### src/design/rational_arith_unit_macros.svh
// Assertion macros shared by the rational arithmetic unit modules.
// Included by the files that carry concurrent checks; no other dependency.
`ifndef RATIONAL_ARITH_UNIT_MACROS_SVH
`define RATIONAL_ARITH_UNIT_MACROS_SVH

// Same-cycle implication under the module's clock and reset.
`define RAU_ASSERT_NOW(lbl, clk, rst, ante, cons, msg) \
   lbl: assert property (@(posedge clk) disable iff (rst) (ante) |-> (cons)) \
      else $error(msg);

// Next-cycle implication under the module's clock and reset.
`define RAU_ASSERT_NEXT(lbl, clk, rst, ante, cons, msg) \
   lbl: assert property (@(posedge clk) disable iff (rst) (ante) |=> (cons)) \
      else $error(msg);

`endif

### src/design/rau_pkg.sv
// Shared types, constants and helper functions of the rational arithmetic unit.
// No dependencies; used by rau_mul, rau_div and rational_arith_unit.
`timescale 1ns / 1ps
`default_nettype none

package rau_pkg;

   localparam int DW      = 32;          // port width of every signed field
   localparam int OPW     = 32;          // significant operand width, 8..32
   localparam int SH      = DW - OPW;
   localparam int WW      = 2 * DW;      // wide intermediate width
   localparam int DIV_CW  = $clog2(WW);

   typedef enum logic [2:0] {
      OP_ADD = 3'd0,
      OP_SUB = 3'd1,
      OP_MUL = 3'd2,
      OP_DIV = 3'd3,
      OP_CMP = 3'd4
   } op_type;

   typedef struct packed {
      logic          start;
      logic [WW-1:0] dividend;
      logic [WW-1:0] divisor;
   } div_ctl_type;

   typedef struct packed {
      logic          busy;
      logic          done;
      logic [WW-1:0] quot;
      logic [WW-1:0] rem;
   } div_sts_type;

   typedef struct packed {
      logic [DW-1:0] num;
      logic [DW-1:0] den;
      logic          greater;
      logic [DW-1:0] int_part;
      logic [DW-1:0] frac_rem;
      logic          whole;
      logic          err;
      logic          ovf;
   } res_type;

   // sign-extend a port word from bit OPW-1 to the wide width
   function automatic logic signed [WW-1:0] sx(input logic [DW-1:0] w);
      logic        [DW-1:0] t;
      logic signed [DW-1:0] s;
      t = w << SH;
      s = $signed(t) >>> SH;
      return {{(WW-DW){s[DW-1]}}, s};
   endfunction

   // wrap a wide value to OPW bits, sign-extended to the port width
   function automatic logic [DW-1:0] ow(input logic signed [WW-1:0] v);
      logic        [DW-1:0] t;
      logic signed [DW-1:0] s;
      t = v[DW-1:0] << SH;
      s = $signed(t) >>> SH;
      return s;
   endfunction

   function automatic logic fits(input logic signed [WW-1:0] v);
      return (&v[WW-1:OPW-1]) || !(|v[WW-1:OPW-1]);
   endfunction

   function automatic logic [WW-1:0] mag(input logic signed [WW-1:0] v);
      return v[WW-1] ? (WW'(0) - WW'(v)) : WW'(v);
   endfunction

   function automatic logic signed [WW-1:0] neg_if(input logic n,
                                                  input logic [WW-1:0] m);
      return n ? $signed(WW'(0) - m) : $signed(m);
   endfunction

endpackage

`default_nettype wire

### src/design/rau_mul.sv
// Registered signed multiplier shared for all three products.
// Depends on rau_pkg.
`timescale 1ns / 1ps
`default_nettype none

module rau_mul (
   input  wire logic                             clock,
   input  wire logic signed [rau_pkg::DW-1:0]    mul_a,
   input  wire logic signed [rau_pkg::DW-1:0]    mul_b,
   output logic signed      [rau_pkg::WW-1:0]    prod_ff
);
   import rau_pkg::*;

   logic signed [WW-1:0] prod_in;

   assign prod_in = mul_a * mul_b;

   always_ff @(posedge clock) begin
      prod_ff <= prod_in;
   end

endmodule

`default_nettype wire

### config.mk
export PLATFORM = sky130hd
export DESIGN_NAME = rau_mul
export DESIGN_NICKNAME = d
export VERILOG_FILES = /design/src/design/rational_arith_unit_macros.svh /design/src/design/rau_pkg.sv /design/src/design/rau_mul.sv
export SDC_FILE = /design/constraint.sdc
export NUM_CORES = 2
export LEC_CHECK = 0
export BUFFER_PORTS_ARGS = -buffer_cell sky130_fd_sc_hd__buf_4
export CAP_MARGIN = 20
export CORE_MARGIN = 2
export CORE_UTILIZATION = 58
export CTS_CLUSTER_DIAMETER = 50
export CTS_CLUSTER_SIZE = 28
export DETAILED_ROUTE_END_ITERATION = 8
export PLACE_DENSITY = 0.81
export SLEW_MARGIN = 20
export SYNTH_ARGS = -nofsm -noshare
export SYNTH_HDL_FRONTEND = slang
export SYNTH_SLANG_ARGS = --single-unit
export TNS_END_PERCENT = 1
### constraint.sdc
create_clock -name clock -period 10.25 [get_ports clock]
set_clock_uncertainty 0.1 [all_clocks]
set_input_delay 1.025 -clock clock [delete_from_list [all_inputs] [get_ports clock]]
set_output_delay 1.025 -clock clock [all_outputs]
set_load 0.01 [all_outputs]
== After elaboration in Yosys (flattened, before gate mapping) ==
Cells that the tools add are included.
Word-level totals
  flip-flop bits (word level): 64
  memories: 0
  word-level logic and storage cells: 2
  output and inout bits: 64
  ROM bits: 0
  latch bits: 0
  input bits: 65
  memory bits (writable): 0
Cells by class
  divide/modulo/power cells: 0
  muxes and demuxes: 0
  $lt $le $gt $ge: 0
  reductions and logical operators: 0
  bitwise operators: 0
  $add $sub $neg: 0
  shifts and indexed selects: 0
  eq/ne operators: 0
  multipliers: 1
Operator list (count)
  32-bit by 32-bit multiplier with 64-bit output: 1

== Longest topological paths before layout ==
  word-level depth: 1
  gate-level depth with buffers: 28
  gate-level depth less buffers: 26

== Least setup slack after synthesis ==
No wires, ideal clock.
  path type: input-to-reg
  start point: input port mul_b[2] (netlist name)
  end point: register prod_ff[63] (netlist name)
  library setup time: 121 ps
  cell stages on the path: 25
  path buffers: 2
  slack: 1782 ps
  data arrival time: 8248 ps
  data required time: 10029 ps
  cells stage by stage: clkbuf_1 nand2_1 inv_1 fa_1 fa_1 fa_1 fa_1 inv_1 fa_1 inv_1 fa_1 inv_1 fa_1 inv_1 fa_1 ha_1 clkbuf_1 nand4_1 or3_1 o21ai_0 a211oi_2 o32ai_1 nor2_1 a31o_2 xnor2_1
Between the ends
  cells in the longest elaborated chain, start to end: 1
RTL lines
  from (decl): RTL line rau_mul.sv:9  | input wire logic signed [rau_pkg::DW-1:0] mul_b,
  32-bit by 32-bit multiplier with 64-bit output: RTL line rau_mul.sv:16  | assign prod_in = mul_a * mul_b;
  net prod_in[63]: RTL line rau_mul.sv:14  | logic signed [WW-1:0] prod_in;
  to (signal assigned): RTL line rau_mul.sv:19  | prod_ff <= prod_in;
  to (decl): RTL line rau_mul.sv:10  | output logic signed [rau_pkg::WW-1:0] prod_ff
The timed path passes the listed nets, and every way through them passes these cells.

== Worst setup path after layout ==
  start point: input port mul_b[6] (netlist name)
  end point: register prod_ff[63] (netlist name)
The elaborated chain is that of the path after synthesis.

==> reports/metrics.csv <==
stage;metric;value;unit
final_layout;regArea;1280;sq um
clock_network;post_cts_resized;0;
yosys;synth.most_common_cell;fa_1;
placement;numPortBuffers;128;
clock_network;cts_buffer_depth;2;
drt;viasPerCell;5.61;
global_routing;grt-ovfl-total;0;
floorplanning;core;64300;sq um
yosys;synth_top_flop_cell;dfxtp_1;
clock_network;clkSlewWorstSetupHoldPaths;0.07;ns
final_layout;finalInstanceArea;39200;sq um
drt;drtPass1Iterations;8;
final_layout;area_growth;4.12;%
critical_path;crit_fanout;32;
timing;rsz0062_at_grt;no;
clock_network;clock_sinks;64;
timing;max_clock_freq;112;MHz
placement;place_area;38900;sq um
yosys;synthTopCellsByArea;fa_1, inv_1, and2_1, ha_1, nand2_1;
drt;wl;94.9;mm
yosys;yosys.area.top_type;fa_1;
drt;postRouteAntennaNets;0;
final_layout;top_regs;prod_ff x64;
clock_network;tritoncts;yes;
clock_network;cts_setup_buffers;0;
clock_network;cts_root_buf;clkbuf_16;
clock_network;cts.hold.buffers_added;0;
placement;placedCellCount;4721;
yosys;syn_nets;5280;
drt;num_vias;26600;
yosys;synth_commonest_cells;fa_1, inv_1, nand2_1;
timing;finalSetupTns;0;ns
floorplanning;pin_count;129;
yosys;yosysUniqueCellTypes;70;
global_routing;track_usage;30.1;%
placement;gp_congestion;0.935;
final_layout;fin_cells;4738;
timing;drv_slew;0;
drt;detail_route.wl_per_cell;20.0;um
global_routing;grt_max_degree;33;
timing;fin_crit;8.96;ns
final_layout;n_fill_cell;5206;
floorplanning;die_h;259;um
timing;worstMarginPinSlew;0.683;ns
drt;drc;0;
yosys;synth_cells;3949;
drt;drtIter0Drc;1855;
floorplanning;die_area;66900;sq um
timing;timing.final.hold_violations;0;
yosys;syn_area;37600;sq um
clock_network;numCtsBuffers;9;
run_status;outcome;complete, no violations;
min_path;holdPathEnd;prod_ff[0];
yosys;async_reset_ff_share;0;%
flow_run;drv_cap;0;
floorplanning;die_w;259;um
final_layout;fin_nets;5208;
timing;maxSlewHeadroom;54.4;%
floorplanning;rows;93;
floorplanning;start_util;58.5;%
critical_path;cp-start-kind;input pin;
placement;dp_hpwl;77.2;mm
yosys;ys_warn_count;0;
critical_path;arrival;9.09;ns
yosys;ys_seq_elements;64;
critical_path;critical_path_class;in2reg;
final_layout;post-route-util;60.9;%
final_layout;largest_reg_flops;64;
yosys;yosysTopAreaCellShare;57.6;%
final_layout;regMostFlops;prod_ff;
critical_path;endpoint_kind;flip-flop;
yosys;synth_edf_count;0;
clock_network;htreeDepth;3;
min_path;holdCritPathClass;in2reg;
yosys;yosysSeqAreaShare;3.40;%
global_routing;antenna_found_initial;1;
timing;setup_viol;0;
global_routing;grt_pass1_wl;156;mm
min_path;whs_path_depth;2;
global_routing;first_global_vias;30000;
critical_path;cp.required;10.38;ns
final_layout;drive_above_1_share;4.77;%
final_layout;multi_input_area;32000;sq um
min_path;min_from;mul_b[0];
yosys;avgSynthCellArea;9.53;sq um
timing;finalCritPeriodShare;87.4;%
[layout make-up]
class	count	area share (%)
inverters	949	9.09
well taps	855	2.73
clock inverters	7	0.243
repair buffers	131	2.51
diodes	1	0.00639
clock buffers	9	0.575
flip-flops and latches	64	3.27
multi-input cells	2722	81.6
[worst max-delay path by stage]
stage / from / endpoint / slack, ns / cells after the start
final: mul_b[6] / prod_ff[63] / 1.29 / 26
after global routing: mul_a[31] / prod_ff[63] / 0.85 / 26
after CTS: mul_b[6] / prod_ff[63] / 1.38 / 26
after detailed placement: mul_b[2] / prod_ff[63] / 1.03 / 24
after global placement: mul_b[5] / prod_ff[63] / 1.21 / 26
after floorplan: mul_b[2] / prod_ff[63] / 1.78 / 25
[metrics by stage]
step	hold slack (ns)	setup WS, ns
finish	1.11	1.29
global route	1.11	0.852
floorplan	1.05	1.78
detailed placement	1.32	1.03
CTS	1.09	1.38
global placement	1.32	1.21
[cell families (layout without fill, tap and decap cells)]
logic type | count (synthesis) | after routing | share of synthesized area (%)
AO/OA/AOI/OAI | 204 | 204 | 3.84
other | 0 | 1 | 0
adder cells (fa/ha/maj) | 1266 | 1266 | 63.7
buffers and inverters | 1163 | 1096 | 11.7
XOR/XNOR | 74 | 74 | 1.72
AND/OR/NAND/NOR | 1178 | 1178 | 15.7
flip-flops | 64 | 64 | 3.40
[layer usage]
layer,up-vias,track usage (%),wire [um]
li1,11100,-,-
met1,13900,36.1,33400
met2,1210,51.5,48000
met3,415,4.13,6290
met4,0,18.9,7130
met5,-,0,0
[worst max-delay path, cell delays in order]
cell,delay [ns]
buf_4,0.35
nand2_1,0.18
inv_1,0.12
fa_1,0.41
inv_1,0.25
fa_1,0.46
inv_1,0.22
fa_1,0.50
fa_1,0.82
inv_1,0.39
fa_1,0.58
inv_1,0.05
fa_1,0.53
inv_1,0.05
fa_1,0.47
inv_1,0.05
fa_1,0.47
ha_1,0.46
nand4_1,0.25
or3_1,0.41
o21ai_0,0.25
a211oi_2,0.12
o32ai_1,0.16
nor2_1,0.13
a31o_2,0.26
xnor2_1,0.12
[placed cells by master (no fill, tap or decap), types with 5 or more instances in the layout]
| cell type | instances |
|---|---|
| nand2_1 | 524 |
| fa_1 | 1082 |
| buf_4 | 131 |
| a211o_1 | 5 |
| dfxtp_1 | 64 |
| and2_1 | 513 |
| and3_1 | 9 |
| a21oi_2 | 5 |
| clkbuf_16 | 9 |
| o21ai_0 | 36 |
| a21o_1 | 33 |
| a21oi_1 | 63 |
| inv_1 | 949 |
| o211ai_1 | 5 |
| xor2_1 | 22 |
| xnor2_1 | 52 |
| nor2_1 | 61 |
| nand4_1 | 11 |
| nand2b_1 | 13 |
| nor3_1 | 7 |
| ha_1 | 184 |
| nand3_1 | 17 |
| a31oi_1 | 5 |
| nor2b_1 | 8 |
Power is not shown: default switching activity piles up to over one toggle a cycle in this logic, so the estimate is an artifact.
