`config.mk`:
```
export PLATFORM = sky130hd
export DESIGN_NAME = rau_div
export DESIGN_NICKNAME = d
export VERILOG_FILES = /design/src/design/rau_pkg.sv /design/src/design/rau_div.sv
export VERILOG_INCLUDE_DIRS = /design/src /design/src/design
export SDC_FILE = /design/constraint.sdc
export NUM_CORES = 1
export LEC_CHECK = 0
export ABC_CLOCK_PERIOD_IN_PS = 3630
export BUFFER_PORTS_ARGS = -buffer_cell sky130_fd_sc_hd__buf_2
export CAP_MARGIN = 5
export CELL_PAD_IN_SITES_DETAIL_PLACEMENT = 1
export CELL_PAD_IN_SITES_GLOBAL_PLACEMENT = 1
export CORE_UTILIZATION = 38
export DETAILED_ROUTE_END_ITERATION = 12
export GPL_TIMING_DRIVEN = 0
export PLACE_DENSITY_LB_ADDON = 0.1
export SLEW_MARGIN = 20
export SYNTH_ARGS = -nofsm -noshare
export SYNTH_HDL_FRONTEND = slang
export SYNTH_SLANG_ARGS = --single-unit
```
`constraint.sdc`:
```
create_clock -name clock -period 3.63 [get_ports clock]
set_input_delay 0.5445 -clock clock [delete_from_list [all_inputs] [get_ports clock]]
set_output_delay 0.5445 -clock clock [all_outputs]
set_load 0.005 [all_outputs]
```
`src/design/rational_arith_unit_macros.svh`:
```
// Assertion macros shared by the rational arithmetic unit modules.
// Included by the files that carry concurrent checks; no other dependency.
`ifndef RATIONAL_ARITH_UNIT_MACROS_SVH
`define RATIONAL_ARITH_UNIT_MACROS_SVH

// Same-cycle implication under the module's clock and reset.
`define RAU_ASSERT_NOW(lbl, clk, rst, ante, cons, msg) \
   lbl: assert property (@(posedge clk) disable iff (rst) (ante) |-> (cons)) \
      else $error(msg);

// Next-cycle implication under the module's clock and reset.
`define RAU_ASSERT_NEXT(lbl, clk, rst, ante, cons, msg) \
   lbl: assert property (@(posedge clk) disable iff (rst) (ante) |=> (cons)) \
      else $error(msg);

`endif

```
`src/design/rau_pkg.sv`:
```
// Shared types, constants and helper functions of the rational arithmetic unit.
// No dependencies; used by rau_mul, rau_div and rational_arith_unit.
`timescale 1ns / 1ps
`default_nettype none

package rau_pkg;

   localparam int DW      = 32;          // port width of every signed field
   localparam int OPW     = 32;          // significant operand width, 8..32
   localparam int SH      = DW - OPW;
   localparam int WW      = 2 * DW;      // wide intermediate width
   localparam int DIV_CW  = $clog2(WW);

   typedef enum logic [2:0] {
      OP_ADD = 3'd0,
      OP_SUB = 3'd1,
      OP_MUL = 3'd2,
      OP_DIV = 3'd3,
      OP_CMP = 3'd4
   } op_type;

   typedef struct packed {
      logic          start;
      logic [WW-1:0] dividend;
      logic [WW-1:0] divisor;
   } div_ctl_type;

   typedef struct packed {
      logic          busy;
      logic          done;
      logic [WW-1:0] quot;
      logic [WW-1:0] rem;
   } div_sts_type;

   typedef struct packed {
      logic [DW-1:0] num;
      logic [DW-1:0] den;
      logic          greater;
      logic [DW-1:0] int_part;
      logic [DW-1:0] frac_rem;
      logic          whole;
      logic          err;
      logic          ovf;
   } res_type;

   // sign-extend a port word from bit OPW-1 to the wide width
   function automatic logic signed [WW-1:0] sx(input logic [DW-1:0] w);
      logic        [DW-1:0] t;
      logic signed [DW-1:0] s;
      t = w << SH;
      s = $signed(t) >>> SH;
      return {{(WW-DW){s[DW-1]}}, s};
   endfunction

   // wrap a wide value to OPW bits, sign-extended to the port width
   function automatic logic [DW-1:0] ow(input logic signed [WW-1:0] v);
      logic        [DW-1:0] t;
      logic signed [DW-1:0] s;
      t = v[DW-1:0] << SH;
      s = $signed(t) >>> SH;
      return s;
   endfunction

   function automatic logic fits(input logic signed [WW-1:0] v);
      return (&v[WW-1:OPW-1]) || !(|v[WW-1:OPW-1]);
   endfunction

   function automatic logic [WW-1:0] mag(input logic signed [WW-1:0] v);
      return v[WW-1] ? (WW'(0) - WW'(v)) : WW'(v);
   endfunction

   function automatic logic signed [WW-1:0] neg_if(input logic n,
                                                  input logic [WW-1:0] m);
      return n ? $signed(WW'(0) - m) : $signed(m);
   endfunction

endpackage

`default_nettype wire

```
`src/design/rau_div.sv`:
```
// Restoring unsigned divider, one quotient bit per cycle, wide operands.
// Depends on rau_pkg and rational_arith_unit_macros.svh.
`timescale 1ns / 1ps
`default_nettype none
`include "rational_arith_unit_macros.svh"

module rau_div (
   input  wire logic                 clock,
   input  wire logic                 reset,
   input  wire rau_pkg::div_ctl_type ctl,
   output rau_pkg::div_sts_type      sts
);
   import rau_pkg::*;

   logic [WW-1:0]     rem_ff, rem_in;
   logic [WW-1:0]     quot_ff, quot_in;
   logic [WW-1:0]     dsr_ff, dsr_in;
   logic [DIV_CW-1:0] cnt_ff, cnt_in;
   logic              busy_ff, busy_in;
   logic              done_ff, done_in;
   logic [WW:0]       shifted;
   logic [WW:0]       diff;

   always_comb begin
      shifted = {rem_ff, quot_ff[WW-1]};
      diff    = shifted - {1'b0, dsr_ff};
      rem_in  = rem_ff;
      quot_in = quot_ff;
      dsr_in  = dsr_ff;
      cnt_in  = cnt_ff;
      busy_in = busy_ff;
      done_in = 1'b0;
      if (ctl.start) begin
         rem_in  = '0;
         quot_in = ctl.dividend;
         dsr_in  = ctl.divisor;
         cnt_in  = '0;
         busy_in = 1'b1;
      end else if (busy_ff) begin
         rem_in  = diff[WW] ? shifted[WW-1:0] : diff[WW-1:0];
         quot_in = {quot_ff[WW-2:0], ~diff[WW]};
         cnt_in  = cnt_ff + DIV_CW'(1);
         if (cnt_ff == DIV_CW'(WW - 1)) begin
            busy_in = 1'b0;
            done_in = 1'b1;
         end
      end
   end

   always_ff @(posedge clock) begin
      if (reset) begin
         busy_ff <= 1'b0;
         done_ff <= 1'b0;
         cnt_ff  <= '0;
      end else begin
         busy_ff <= busy_in;
         done_ff <= done_in;
         cnt_ff  <= cnt_in;
      end
      rem_ff  <= rem_in;
      quot_ff <= quot_in;
      dsr_ff  <= dsr_in;
   end

   assign sts.busy = busy_ff;
   assign sts.done = done_ff;
   assign sts.quot = quot_ff;
   assign sts.rem  = rem_ff;

   `RAU_ASSERT_NOW(a_start_idle, clock, reset, ctl.start, !busy_ff, "divider restarted while busy")
   `RAU_ASSERT_NOW(a_done_idle, clock, reset, done_ff, !busy_ff, "divider done while busy")
   `RAU_ASSERT_NEXT(a_last_done, clock, reset, busy_ff && !ctl.start && (cnt_ff == DIV_CW'(WW - 1)), done_ff, "divider missed done")

endmodule

`default_nettype wire
```
# After elaboration in Yosys (flattened, before gate mapping)
# Index checks and enable logic that the tools add are counted.
word_totals:
  word_cells: 21
  regBits: 200
  input_bits: 131
classes:
  n_addsub: 2
  n_reduce_logical: 3
  muxes: 7
  eq_ne: 1
  bitwise_logic: 2
ops:
  columns: ["operator", "count"]
  rows:
  - ["64-bit two-way mux", 3]
  - ["65-bit by 64-bit subtractor with 65-bit output", 1]
  - ["6-bit by 1-bit adder with 6-bit output, second input constant", 1]
  - ["6-bit equality test, second input constant", 1]
  - ["1-bit two-way mux", 4]
  - ["3-bit OR reduction", 1]
  - ["1-bit inverter", 2]
  - ["2-bit nonzero test", 1]
  - ["2-bit OR reduction", 1]

# Depth between registers and ports, before layout
depth:
  depth_word: 4
  mapped_depth: 15
  ltp_nobuf: 13

# Least setup slack after synthesis
# OpenSTA, ideal clock, no wires.
synth_timing:
  path_type: "reg2reg"
  from: "register quot_ff[63]"
  to: "register rem_ff[59]"
  stages_incl_launch_ff: 16
  n_path_buf: 2
  slack_ns: 0.147
  arrival_ns: 3.358
  required_time_ns: 3.505
  cell_sequence: "edfxtp_1 -> inv_1 -> ha_1 -> fa_1 -> nor2b_1 -> o31ai_1 -> a21o_1 -> a2111oi_4 -> o2111ai_2 -> a211oi_2 -> o21ai_2 -> or4_4 -> buf_6 -> buf_6 -> a32oi_1 -> o31ai_1"
synth_between:
  elab_chain_cells: 2
synth_lines:
  columns: ["item", "line_no", "text"]
  rows:
  - ["start: declaration", "rau_div.sv:16", "logic [WW-1:0] quot_ff, quot_in;"]
  - ["start signal: assignment", "rau_div.sv:61", "quot_ff <= quot_in;"]
  - ["65-bit by 64-bit subtractor with 65-bit output", "rau_div.sv:26", "diff = shifted - {1'b0, dsr_ff};"]
  - ["64-bit two-way mux", "rau_div.sv:40", "rem_in = diff[WW] ? shifted[WW-1:0] : diff[WW-1:0];"]
  - ["end signal: assignment", "rau_div.sv:60", "rem_ff <= rem_in;"]
  - ["end: declaration", "rau_div.sv:15", "logic [WW-1:0] rem_ff, rem_in;"]
# No other way between the ends.
# A chain may end at the register's enable or synchronous reset.

# Worst setup path after layout
layout_timing:
  from: "register dsr_ff[0]"
  to: "register rem_ff[12]"
layout_between:
  elab_chain_cells: 2
layout_lines:
  columns: ["item", "line_no", "text"]
  rows:
  - ["start: declaration", "rau_div.sv:17", "logic [WW-1:0] dsr_ff, dsr_in;"]
  - ["start signal: assignment", "rau_div.sv:62", "dsr_ff <= dsr_in;"]
  - ["65-bit by 64-bit subtractor with 65-bit output", "rau_div.sv:26", null]
  - ["64-bit two-way mux", "rau_div.sv:40", null]
# No other way between the ends.

==> impl_results.md <==
- Area enclosed by the die boundary: about 33000 µm²
- Highest clock frequency the design can meet: around 250 MHz
- Number of hold violations in the final report: 0
- Met3 demand-to-capacity share in global routing: under 10%
- Syn-to-layout area delta: 28.52%
- Largest family of logic cells by synthesized area: compound AO/OA/AOI/OAI gates
- Sequential standard cell area: ~5300 µm²
- Number of top-level pins: 261
- Hold Worst Slack: 0.2368 ns
- Mux contribution to synthesized area: slightly above 6%
- Syn nets: approximately 1500
- Least-Margin Pin Slew: approximately 1.1 ns
- Compound-gate portion of the synthesized area: around 21%
- Power density of the placed cells: ~450 nW/µm²
- Arr. time, crit path: about 4.4 ns
- Clock H-tree levels: 4
- CTS Hold Bufs: 0
- Critical path buffer and inverter count: 2
- Pre-CTS setup slack: -1.105 ns
- Footprint of the multi-input gates: approximately 6700 µm²
- Category of the worst setup path launch point: register
- Core Region: around 32000 µm²
- Number of vias per cell: 5.645
- Met2 demand-to-capacity share in global routing: a little over two fifths
- Most numerous cell in the Yosys netlist: sky130_fd_sc_hd__edfxtp_1
- Ranking of synthesized cells by instance count: 128 x sky130_fd_sc_hd__edfxtp_1, 126 x sky130_fd_sc_hd__nor2_1, 101 x sky130_fd_sc_hd__a21oi_1
- Worst-Skew Late Latency: about 0.47 ns
- Number of nets in the finished design: approximately 1800
- Count of final setup violators: 65
- Final setup margin: -0.4319 ns
- Largest net degree at the start of global routing: just over 50
- Number of synthesized register bits: 200
- Netlist area before placement: 12200 µm²
- Kind of capture point of the worst setup path: register
- Average footprint of a synthesized cell: 9.598 µm²
- Die height: 181.2 µm
- Sink count of the clock tree: 200
- Max cap viols: 0
- Total routing usage reported by global routing: approximately 25%
- Final cycle utilization of the critical path: 111.9%
- Arithmetic-cell share of the synthesized area counting full adders, half adders and majority gates: slightly below 7%
- Layer carrying the most global-route usage: met2
- R2R Setup Slk: -0.43 ns
- Clock slew at reported path FFs: 0.09 ns
- Violated checks: negative setup slack
- Clock Path Buffers: 2
- Maximum ir drop on the vdd rail: about 0.45 mV
- Initial core utilization: 38.66%
- Total number of vias: about 11000
- Number of global-route vias before repair: between 10000 and 15000
- Most used flip-flop cell after synthesis: sky130_fd_sc_hd__edfxtp_1
- Final Wtd Congestion: just under 0.9
- Diode count: 0
- Sequential element share of the synthesized area: 43.32%
- Class of the tightest hold or removal check: in2reg
- Worst max-slew margin expressed relative to the limit: around 29%
- RSZ-0062 raised after global routing: true
- Largest fanout of any net on the critical path: 9
- Power consumption: just over 7 mW
- Asr flop ratio synth: 0%
- Basic-gate share of the synthesized area counting and, or, nand and nor cells: a little over an eighth
- DRC violation total after the first TritonRoute iteration: slightly below 700
- Required @ worst endpoint: around 4.0 ns
- Global-route wire length before repair: 64.80 mm
- Leakage Power: about 6.5 nW
- Layout cell share with drive strength beyond 1: between 30% and 40%
- Number of nets with antenna violations after detailed routing: 0
- Number of flops mapped to enable cells by yosys: approximately 130
- Yosys top cell area share: between 30% and 40%
- Global-route congestion overflow total: 0
- Yosys warning total: 0
- Xor-xnor portion of the synthesized cell area: between 4 and 5%
- IO Port Bufs: 260
- Number of antenna violations at the first check in global routing: 1
- Iteration count of the initial detailed-routing pass: 5
- CP max-delay cell: sky130_fd_sc_hd__or4_4
- Die Width: between 150 and 200 µm
- Sum of negative setup slack: -23.89 ns
- Status: finished, violations left
- Number of different library cells in the post-synthesis netlist: 71
- Cell at the root of the clock tree: sky130_fd_sc_hd__clkbuf_16
- Row cnt: between 60 and 70
- Start-to-end type of the worst setup path: reg2reg
- Filler cell count: approximately 3600
- Critical Path, Cell by Cell: ha_2 -> fa_2 -> nor2b_4 -> o31ai_4 -> a21o_1 -> a2111oi_4 -> buf_4 -> o2111ai_4 -> a211oi_4 -> o21ai_4 -> or4_4 -> buf_12 -> a21o_1 -> a311oi_2
- Total count of max-transition violations in the final report: 0
- Instance count of the mapped netlist: about 1300
- Cell taking the most area after synthesis: sky130_fd_sc_hd__edfxtp_1
- CTS tree: built
- Main area contributors after synthesis: sky130_fd_sc_hd__edfxtp_1 32%, sky130_fd_sc_hd__dfxtp_1 12%, sky130_fd_sc_hd__ha_1 6.7%
- Worst path most repeated cell: sky130_fd_sc_hd__a21o_1
- Wirelength per Cell: roughly 21 µm
- Detailed Place HPWL: roughly 31 mm
- Top delay family on crit path: compound AO/OA/AOI/OAI gates
- Number of CTS-inserted buffers: 17
- Met1 demand-to-capacity share in global routing: between 30% and 40%
- Overall routed net length: 42.49 mm
- CP max stage delay: a little under 0.6 ns
- Min cycle time layout: about 4 ns
- Detailed-route DRC error count: 0
- Worst Skew: a little over 0.02 ns
[cells in the final DEF (no fill, tap or decap), types with 7 or more instances in the layout]
cell type                   netlist  routed
sky130_fd_sc_hd__o21ai_2          1       7
sky130_fd_sc_hd__clkbuf_16        0      23
sky130_fd_sc_hd__a311oi_1        45      38
sky130_fd_sc_hd__buf_2           14     262
sky130_fd_sc_hd__dfxtp_1         72      72
sky130_fd_sc_hd__xor2_1          24      24
sky130_fd_sc_hd__a311oi_2         3      10
sky130_fd_sc_hd__o31ai_1         15      12
sky130_fd_sc_hd__o21ai_1         43      40
sky130_fd_sc_hd__nand3_2          1      26
sky130_fd_sc_hd__inv_1           81      79
sky130_fd_sc_hd__o21a_1          13      13
sky130_fd_sc_hd__buf_6            9       9
sky130_fd_sc_hd__ha_1            65      64
sky130_fd_sc_hd__a21oi_1        101      96
sky130_fd_sc_hd__a211oi_2         1      10
sky130_fd_sc_hd__xnor2_1         38      38
sky130_fd_sc_hd__nand4_1         20      20
sky130_fd_sc_hd__mux2_2          64      64
sky130_fd_sc_hd__nor3_1          14      14
sky130_fd_sc_hd__buf_12           0       9
sky130_fd_sc_hd__nor2_1         126     126
sky130_fd_sc_hd__a31oi_1          7       7
sky130_fd_sc_hd__clkbuf_1        49      44
sky130_fd_sc_hd__buf_4            2      19
sky130_fd_sc_hd__o21bai_1        13      13
sky130_fd_sc_hd__nand3_1         59      34
sky130_fd_sc_hd__a21o_1          18      18
sky130_fd_sc_hd__o21ai_0         54      49
sky130_fd_sc_hd__nand2_1         77      77
sky130_fd_sc_hd__edfxtp_1       128     128
[power by group]
group,switching (mW),internal (mW)
sequential,0.173,2.66
combinational,1.39,0.927
clock,1.02,0.933
[cell families after synthesis]
group / count (synthesis)
buffers and inverters: 157
and+or+nand+nor: 343
muxes: 66
DFF: 200
AOI/OAI and AO/OA: 377
adders and majority gates: 66
xor gates and xnor gates: 62
[path summary, 6_finish.rpt]
check                           depth (start not counted)                      end              startpoint
worst min register to register                          2       done_ff$_SDFF_PP0_  cnt_ff[5]$_SDFFE_PP0P_
worst min-delay path                                    2       busy_ff$_SDFF_PP0_                   reset
worst max register to register                         14  rem_ff[12]$_SDFFE_PP0P_     dsr_ff[0]$_DFFE_PP_
worst max-delay path                                   14  rem_ff[12]$_SDFFE_PP0P_     dsr_ff[0]$_DFFE_PP_
[per-stage QoR]
stage / std cells / instance area (µm²) / util, %
floorplan: 1271 / 12200 / -
global placement: 1933 / 14000 / 44.38
finish: 1995 / 15680 / 49.69
CTS: 1984 / 15030 / 47.64
detailed placement: 1935 / 14060 / 44.54
global route: 1995 / 15680 / 49.69
[metal layers]
| layer | wire length [µm] | vias to the layer above |
|---|---|---|
| met1 | 18990 | 5567 |
| met5 | 8 | - |
| met3 | 2339 | 39 |
| li1 | - | 5337 |
| met2 | 20490 | 317 |
| met4 | 665 | 2 |
[cell type report]
type                            count  share of cell area, %
Inverter                           81                  1.955
Clock inverter                     14                  1.045
Sequential cell                   200                  33.71
Clock buffer                       18                  2.737
Buffer                             74                  3.168
Tap cell                          402                  3.208
Timing Repair Buffer              292                  11.36
Multi-Input combinational cell    914                  42.81
[state kept, by name, summed over array words and instances, names as in the netlist]
register,count
dsr_ff,64
quot_ff,64
rem_ff,64
cnt_ff,6
busy_ff,1
done_ff,1
[what timing repair did]
item                       4_1_cts  5_1_grt
resized for setup               58       96
cloned                           2        7
setup endpoints to repair       65       65
pin swaps                       12       24
setup buffers                   15        7
Power figures use the tool's default switching activity.
